### src/design/shfr_pkg.sv
// Shared types and constants for the sync-header frame receiver.
// No dependencies; used by sync_header_frame_receiver and shfr_checker.
package shfr_pkg;

    localparam int unsigned IDX_W  = 9;   // store index width
    localparam int unsigned CNT_W  = 3;   // sync counter width
    localparam int unsigned CFG_IDX_W = 2;

    localparam logic [7:0]       SYNC_BYTE  = 8'h50;
    localparam logic [IDX_W-1:0] LEN_POS    = 9'd7;
    localparam logic [IDX_W-1:0] CMD_HI_POS = 9'd12;
    localparam logic [IDX_W-1:0] CMD_LO_POS = 9'd13;
    localparam logic [IDX_W-1:0] HDR_BYTES  = 9'd12;

    typedef enum logic [CFG_IDX_W-1:0] {
        CFG_ENABLE_CODE  = 2'd0,
        CFG_DISABLE_CODE = 2'd1
    } cfg_index_t;

    typedef struct packed {
        logic        frame_done;
        logic        frame_dropped;
        logic [15:0] command;
        logic        host_control;
        logic        in_frame;
    } result_t;

endpackage

### src/design/sync_header_frame_receiver.sv
// Top level of the sync-header frame receiver: input register, per-byte
// deframing logic and result register. Depends on shfr_pkg.

// Byte-serial deframer. Each accepted word is one received byte and yields
// exactly one result word. While hunting, SYNC_COUNT consecutive 0x50 bytes
// open a frame; inside a frame byte 7 is the payload length and the frame
// closes once length+12 bytes (sync bytes included) have been counted. At a
// good close, bytes 12 and 13 form a big-endian command that is compared with
// enable_code and disable_code (disable wins if both match) to set or clear
// host_control. A zero length, or an index reaching MAX_FRAME_LEN, drops the
// frame. Throughput is one byte per clock while the output is not stalled: a
// byte is captured in the input register, then the frame state is updated
// and the result loaded into the output register that drives out_valid.
// in_stall rises only when both registers are full and the output is
// stalled. cfg_ready is always high; write codes only while idle.
module sync_header_frame_receiver #(
    parameter int unsigned MAX_FRAME_LEN = 256,   // 16..512
    parameter int unsigned SYNC_COUNT    = 4      // 1..7
) (
    input  logic        clk,
    input  logic        rst_n,
    // configuration write channel
    input  logic        cfg_valid,
    output logic        cfg_ready,
    input  logic [shfr_pkg::CFG_IDX_W-1:0] cfg_index,
    input  logic [15:0] cfg_data,
    // byte input
    input  logic        in_valid,
    output logic        in_stall,
    input  logic [7:0]  rx_byte,
    // result output
    output logic        out_valid,
    input  logic        out_stall,
    output logic        frame_done,
    output logic        frame_dropped,
    output logic [15:0] command,
    output logic        host_control,
    output logic        in_frame
);

    localparam logic [shfr_pkg::IDX_W:0] MAX_LEN =
        (shfr_pkg::IDX_W+1)'(MAX_FRAME_LEN);
    localparam logic [shfr_pkg::CNT_W-1:0] SYNC_N =
        shfr_pkg::CNT_W'(SYNC_COUNT);

    // config registers
    logic [15:0] enable_code_reg;
    logic [15:0] disable_code_reg;

    // pipeline registers
    logic        s1_valid_reg;
    logic [7:0]  s1_byte_reg;
    logic        s2_valid_reg;
    shfr_pkg::result_t s2_result_reg;
    shfr_pkg::result_t s2_result_next;

    // frame state
    logic                          in_frame_reg,  in_frame_next;
    logic [shfr_pkg::CNT_W-1:0]    sync_cnt_reg,  sync_cnt_next;
    logic [shfr_pkg::IDX_W-1:0]    wr_idx_reg,    wr_idx_next;
    logic [7:0]                    len_reg,       len_next;
    logic [7:0]                    cmd_hi_reg,    cmd_hi_next;
    logic [7:0]                    cmd_lo_reg,    cmd_lo_next;
    logic [15:0]                   last_cmd_reg,  last_cmd_next;
    logic                          host_ctrl_reg, host_ctrl_next;

    logic s2_load;     // s1 word moves into the result register
    logic s1_load;     // input word accepted

    logic [shfr_pkg::IDX_W:0] idx_inc;
    logic [shfr_pkg::IDX_W:0] frame_end;
    logic [15:0]              cmd_word;
    logic                     done, dropped;

    assign cfg_ready = 1'b1;

    // handshake: the result register drains or is empty, then s1 can move on
    assign s2_load  = s1_valid_reg && !(s2_valid_reg && out_stall);
    assign in_stall = s1_valid_reg && !s2_load;
    assign s1_load  = in_valid && !in_stall;

    always_ff @(posedge clk or negedge rst_n)
    begin
        if (!rst_n)
        begin
            enable_code_reg  <= '0;
            disable_code_reg <= '0;
        end
        else if (cfg_valid && cfg_ready)
        begin
            unique case (cfg_index)
                shfr_pkg::CFG_ENABLE_CODE:  enable_code_reg  <= cfg_data;
                shfr_pkg::CFG_DISABLE_CODE: disable_code_reg <= cfg_data;
                default: ;   // unused index, ignored
            endcase
        end
    end

    // per-byte deframing
    always_comb
    begin
        in_frame_next  = in_frame_reg;
        sync_cnt_next  = sync_cnt_reg;
        wr_idx_next    = wr_idx_reg;
        len_next       = len_reg;
        cmd_hi_next    = cmd_hi_reg;
        cmd_lo_next    = cmd_lo_reg;
        last_cmd_next  = last_cmd_reg;
        host_ctrl_next = host_ctrl_reg;
        done           = 1'b0;
        dropped        = 1'b0;
        idx_inc        = {1'b0, wr_idx_reg} + 1'b1;
        cmd_word       = '0;

        // store taps, only when the byte is actually stored
        if (in_frame_reg || s1_byte_reg == shfr_pkg::SYNC_BYTE)
        begin
            if (wr_idx_reg == shfr_pkg::LEN_POS)    len_next    = s1_byte_reg;
            if (wr_idx_reg == shfr_pkg::CMD_HI_POS) cmd_hi_next = s1_byte_reg;
            if (wr_idx_reg == shfr_pkg::CMD_LO_POS) cmd_lo_next = s1_byte_reg;
        end

        // end compare uses the length as just stored
        frame_end = {1'b0, shfr_pkg::HDR_BYTES} + {2'b0, len_next};

        if (!in_frame_reg)
        begin
            if (s1_byte_reg == shfr_pkg::SYNC_BYTE)
            begin
                wr_idx_next   = idx_inc[shfr_pkg::IDX_W-1:0];
                sync_cnt_next = sync_cnt_reg + 1'b1;
                if (sync_cnt_next >= SYNC_N)
                begin
                    sync_cnt_next = '0;
                    in_frame_next = 1'b1;
                end
            end
            else
            begin
                sync_cnt_next = '0;
                wr_idx_next   = '0;
            end
        end
        else if (idx_inc >= MAX_LEN)
        begin
            // overflow abort
            dropped       = 1'b1;
            wr_idx_next   = '0;
            sync_cnt_next = '0;
            in_frame_next = 1'b0;
        end
        else
        begin
            wr_idx_next = idx_inc[shfr_pkg::IDX_W-1:0];
            if (idx_inc == frame_end)
            begin
                if (len_next == 8'd0)
                    dropped = 1'b1;
                else
                begin
                    done          = 1'b1;
                    cmd_word      = {cmd_hi_next, cmd_lo_next};
                    last_cmd_next = cmd_word;
                    if (cmd_word == enable_code_reg)  host_ctrl_next = 1'b1;
                    if (cmd_word == disable_code_reg) host_ctrl_next = 1'b0;
                end
                wr_idx_next   = '0;
                sync_cnt_next = '0;
                in_frame_next = 1'b0;
            end
        end

        s2_result_next.frame_done    = done;
        s2_result_next.frame_dropped = dropped;
        s2_result_next.command       = last_cmd_next;
        s2_result_next.host_control  = host_ctrl_next;
        s2_result_next.in_frame      = in_frame_next;
    end

    // control and frame state
    always_ff @(posedge clk or negedge rst_n)
    begin
        if (!rst_n)
        begin
            s1_valid_reg  <= 1'b0;
            s2_valid_reg  <= 1'b0;
            in_frame_reg  <= 1'b0;
            sync_cnt_reg  <= '0;
            wr_idx_reg    <= '0;
            len_reg       <= '0;
            cmd_hi_reg    <= '0;
            cmd_lo_reg    <= '0;
            last_cmd_reg  <= '0;
            host_ctrl_reg <= 1'b0;
        end
        else
        begin
            if (s1_load)
                s1_valid_reg <= 1'b1;
            else if (s2_load)
                s1_valid_reg <= 1'b0;

            if (s2_load)
                s2_valid_reg <= 1'b1;
            else if (!out_stall)
                s2_valid_reg <= 1'b0;

            if (s2_load)
            begin
                in_frame_reg  <= in_frame_next;
                sync_cnt_reg  <= sync_cnt_next;
                wr_idx_reg    <= wr_idx_next;
                len_reg       <= len_next;
                cmd_hi_reg    <= cmd_hi_next;
                cmd_lo_reg    <= cmd_lo_next;
                last_cmd_reg  <= last_cmd_next;
                host_ctrl_reg <= host_ctrl_next;
            end
        end
    end

    // payload registers
    always_ff @(posedge clk)
    begin
        if (s1_load)
            s1_byte_reg <= rx_byte;
        if (s2_load)
            s2_result_reg <= s2_result_next;
    end

    assign out_valid     = s2_valid_reg;
    assign frame_done    = s2_result_reg.frame_done;
    assign frame_dropped = s2_result_reg.frame_dropped;
    assign command       = s2_result_reg.command;
    assign host_control  = s2_result_reg.host_control;
    assign in_frame      = s2_result_reg.in_frame;

endmodule

### config.mk
export PLATFORM = sky130hd
export DESIGN_NAME = sync_header_frame_receiver
export DESIGN_NICKNAME = d
export VERILOG_FILES = /design/src/design/shfr_pkg.sv /design/src/design/sync_header_frame_receiver.sv
export SDC_FILE = /design/constraint.sdc
export NUM_CORES = 1
export LEC_CHECK = 0
export BUFFER_PORTS_ARGS = -buffer_cell sky130_fd_sc_hd__buf_2
export CAP_MARGIN = 20
export CELL_PAD_IN_SITES_DETAIL_PLACEMENT = 0
export CELL_PAD_IN_SITES_GLOBAL_PLACEMENT = 1
export CORE_MARGIN = 5
export CORE_UTILIZATION = 49
export CTS_BUF_LIST = sky130_fd_sc_hd__clkbuf_8 sky130_fd_sc_hd__clkbuf_16
export CTS_CLUSTER_DIAMETER = 150
export DETAILED_ROUTE_END_ITERATION = 7
export GPL_TIMING_DRIVEN = 0
export PLACE_DENSITY_LB_ADDON = 0.1
export SETUP_SLACK_MARGIN = 0.15
export SLEW_MARGIN = 20
export SYNTH_ARGS = -nofsm -noshare
export SYNTH_HDL_FRONTEND = slang
export SYNTH_SLANG_ARGS = --single-unit
### constraint.sdc
create_clock -name clk -period 5.07 [get_ports clk]
set_input_delay 0 -clock clk [delete_from_list [all_inputs] [get_ports clk]]
set_output_delay 0 -clock clk [all_outputs]
set_load 0.01 [all_outputs]
==> reports/metrics.yaml <==
status: "complete, no violations"
clockRootBuffer: "clkbuf_16"
path_cells: "buf_1 > nor2_1 > a41o_2 > nand2_2 > buf_4 > mux2i_1 > ha_1 > xnor2_1 > xnor2_1 > a2111oi_0 > mux2_2 > nand4b_1 > a2111oi_4 > buf_6 > buf_12 > mux2_2"
drtIter0Drc: 377
crit_type: "reg2reg"
final_nets: 678
required_ns: 5.22
setup_tns_ns: 0
synthToLayoutAreaGrowth_pct: 22.5
synth_seq_area_share_pct: 47.9
max-vdd-ir-drop_uv: 277
synth-edff-count: 28
clkLatencyLatePin_ns: 0.42
vias: 4541
cp.arrival_ns: 4.80
die_area_um2: 15300
grt_pass1_vias: 4361
ys_types: 70
slew_violations: 0
ys_warn_count: 0
detail_route.wl_per_cell_um: 18.5
ant_nets: 0
cts_tree: "done"
cp_num_buf_inv: 4
layout_common_cells: "dfrtp_1, mux2_2, buf_2"
worst_slew_pin_slew_ns: 0.747
initial_utilization_pct: 50.1
gp_congestion: 0.855
rsz0062_at_grt: "false"
cp_max_fo: 10
overflow: 0
hp-class: "in2async"
hpwlAfterDp_mm: 11.0
coreArea_um2: 12700
crit_family: "compound AO/OA/AOI/OAI gates"
cap_viol_max_count: 0
post_cts.repair.setup_buffers: 0
fin_crit_sh_pct: 91.6
cts_buffers: 17
grt_pass1_wl_mm: 24.1
grt_use_total_pct: 21.3
max_stage_delay_ns: 0.43
clkTransAtPathRegs_ns: 0.05
clock-sinks: 116
std_cell_rows: 41
postLayoutCellArea_um2: 7770
antenna_found_initial: 0
synth_cells: 540
crit_slowest_cell: "a2111oi_4"
fin_skew_ns: 0.0141
portBuffers: 52
avgSynthCellArea_um2: 11.8
max_slew_margin_pct: 49.8
fillCellCount: 1028
end_kind: "flop"
htreeDepth: 4
antennaDiodeCount: 0
chipHeight_um: 124
drtPass1Iterations: 6
route.detailed.drc: 0
fmax_ghz: 0.215
die_w_um: 124
syn_nets: 576
hold_viol: 0
ys_ff_latch: 116
setup_viol: 0
mostFrequentLayoutCell: "dfrtp_1"
cts_buffer_depth: 2
wirelength_mm: 15.3
via_per_inst: 5.49
synth_ff_type: "dfrtp_1"
p_per_area_nw_per_um2: 470
p_leak_uw: 0.00343
drive_above_1_share_pct: 31.1
syn_area_um2: 6350
post-route-min-period_ns: 4.65
start_kind: "flop"
io_pins: 54
grt_start_max_net_pins: 53
place_area_um2: 6860
synthArstFlopShare_pct: 75.9
-- layer usage --
layer / global-route usage [%] / share of wire [%] / up-vias
met5: 0 / 0 / -
met4: 7.54 / 1.3 / 0
met3: 4.59 / 5.7 / 17
met2: 31.0 / 44 / 139
met1: 31.4 / 49 / 2219
li1: - / - / 2166
-- cell families after synthesis --
family	after synthesis	share of synthesized area, %
AND/OR/NAND/NOR	132	11.4
flip-flops	116	47.9
multiplexers	98	17.8
AO/OA/AOI/OAI	80	9.23
XOR/XNOR	59	8.14
buffers and inverters	49	4.47
adder cells (fa/ha/maj)	5	0.986
other	1	0.0591
-- cell usage after synthesis, drive strengths merged, types with 4 or more instances --
| cell | count | share of area [%] |
|---|---|---|
| inv | 19 | 1.1 |
| nand3b | 4 | 0.47 |
| o22ai | 6 | 0.59 |
| nor3 | 13 | 1.1 |
| dfrtp | 88 | 35 |
| nor2 | 20 | 1.3 |
| ha | 5 | 0.99 |
| buf | 10 | 1.7 |
| and2 | 4 | 0.39 |
| mux2 | 89 | 16 |
| a21oi | 11 | 0.87 |
| nand2 | 36 | 2.3 |
| a2111oi | 5 | 0.99 |
| nand2b | 5 | 0.49 |
| xor2 | 26 | 3.6 |
| clkbuf | 19 | 1.5 |
| o21ai | 23 | 1.8 |
| mux2i | 9 | 1.4 |
| a31oi | 12 | 1.4 |
| nand4 | 11 | 1.1 |
| nand3 | 12 | 0.95 |
| nor4 | 6 | 0.69 |
| nand4b | 4 | 0.55 |
| edfxtp | 28 | 13 |
| xnor2 | 33 | 4.6 |
-- final timing paths --
kind,start,to,slack [ns],cells after the start
max,s1_byte_reg[3],command[7],0.42,16
min,rst_n,wr_idx_reg[7],0.08,2
max reg2reg,s1_byte_reg[3],command[7],0.42,16
min reg2reg,sync_cnt_reg[0],sync_cnt_reg[0],0.49,1
max in group asynchronous,rst_n,disable_code_reg[10],4.41,3
min in group clk,cfg_valid,enable_code_reg[0],0.12,3
-- layout make-up --
type / count / area, um^2 / area share [%]
timing repair buffer: 83 / 594 / 7.64
buffer: 30 / 215 / 2.77
clock buffer: 17 / 425 / 5.47
sequential: 116 / 3040 / 39.1
clock inverter: 15 / 170 / 2.19
inverter: 19 / 71.3 / 0.917
tap: 172 / 215 / 2.77
multi-input combinational: 375 / 3040 / 39.1
-- repair_timing --
action | 4_1_cts | 5_1_grt
hold buffers | 30 | 0
gates resized for setup | 0 | 5
endpoints found under the hold margin | 130 | 0
setup endpoints to repair | 0 | 9
-- power breakdown --
| group | internal (uW) | switching (uW) | leakage, uW | total (uW) |
|---|---|---|---|---|
| Combinational | 516 | 582 | 0.00172 | 1100 |
| Clock | 805 | 398 | 0.000295 | 1200 |
| Sequential | 1140 | 211 | 0.00141 | 1350 |
-- per-stage QoR --
step,power (uW),instances,setup slack (ns),hold WS (ns),util (%)
4_1_cts,3670,827,0.320,0.0604,61.2
6_report,3650,827,0.425,0.0767,61.4
3_3_place_gp,2390,764,0.365,0.176,53.8
3_5_place_dp,2420,765,0.354,-0.0776,54.1
5_1_grt,3840,827,0.166,0.0906,61.4
2_1_floorplan,2110,540,0.798,-0.296,-
Note: power is estimated with default switching activity, not from simulation.
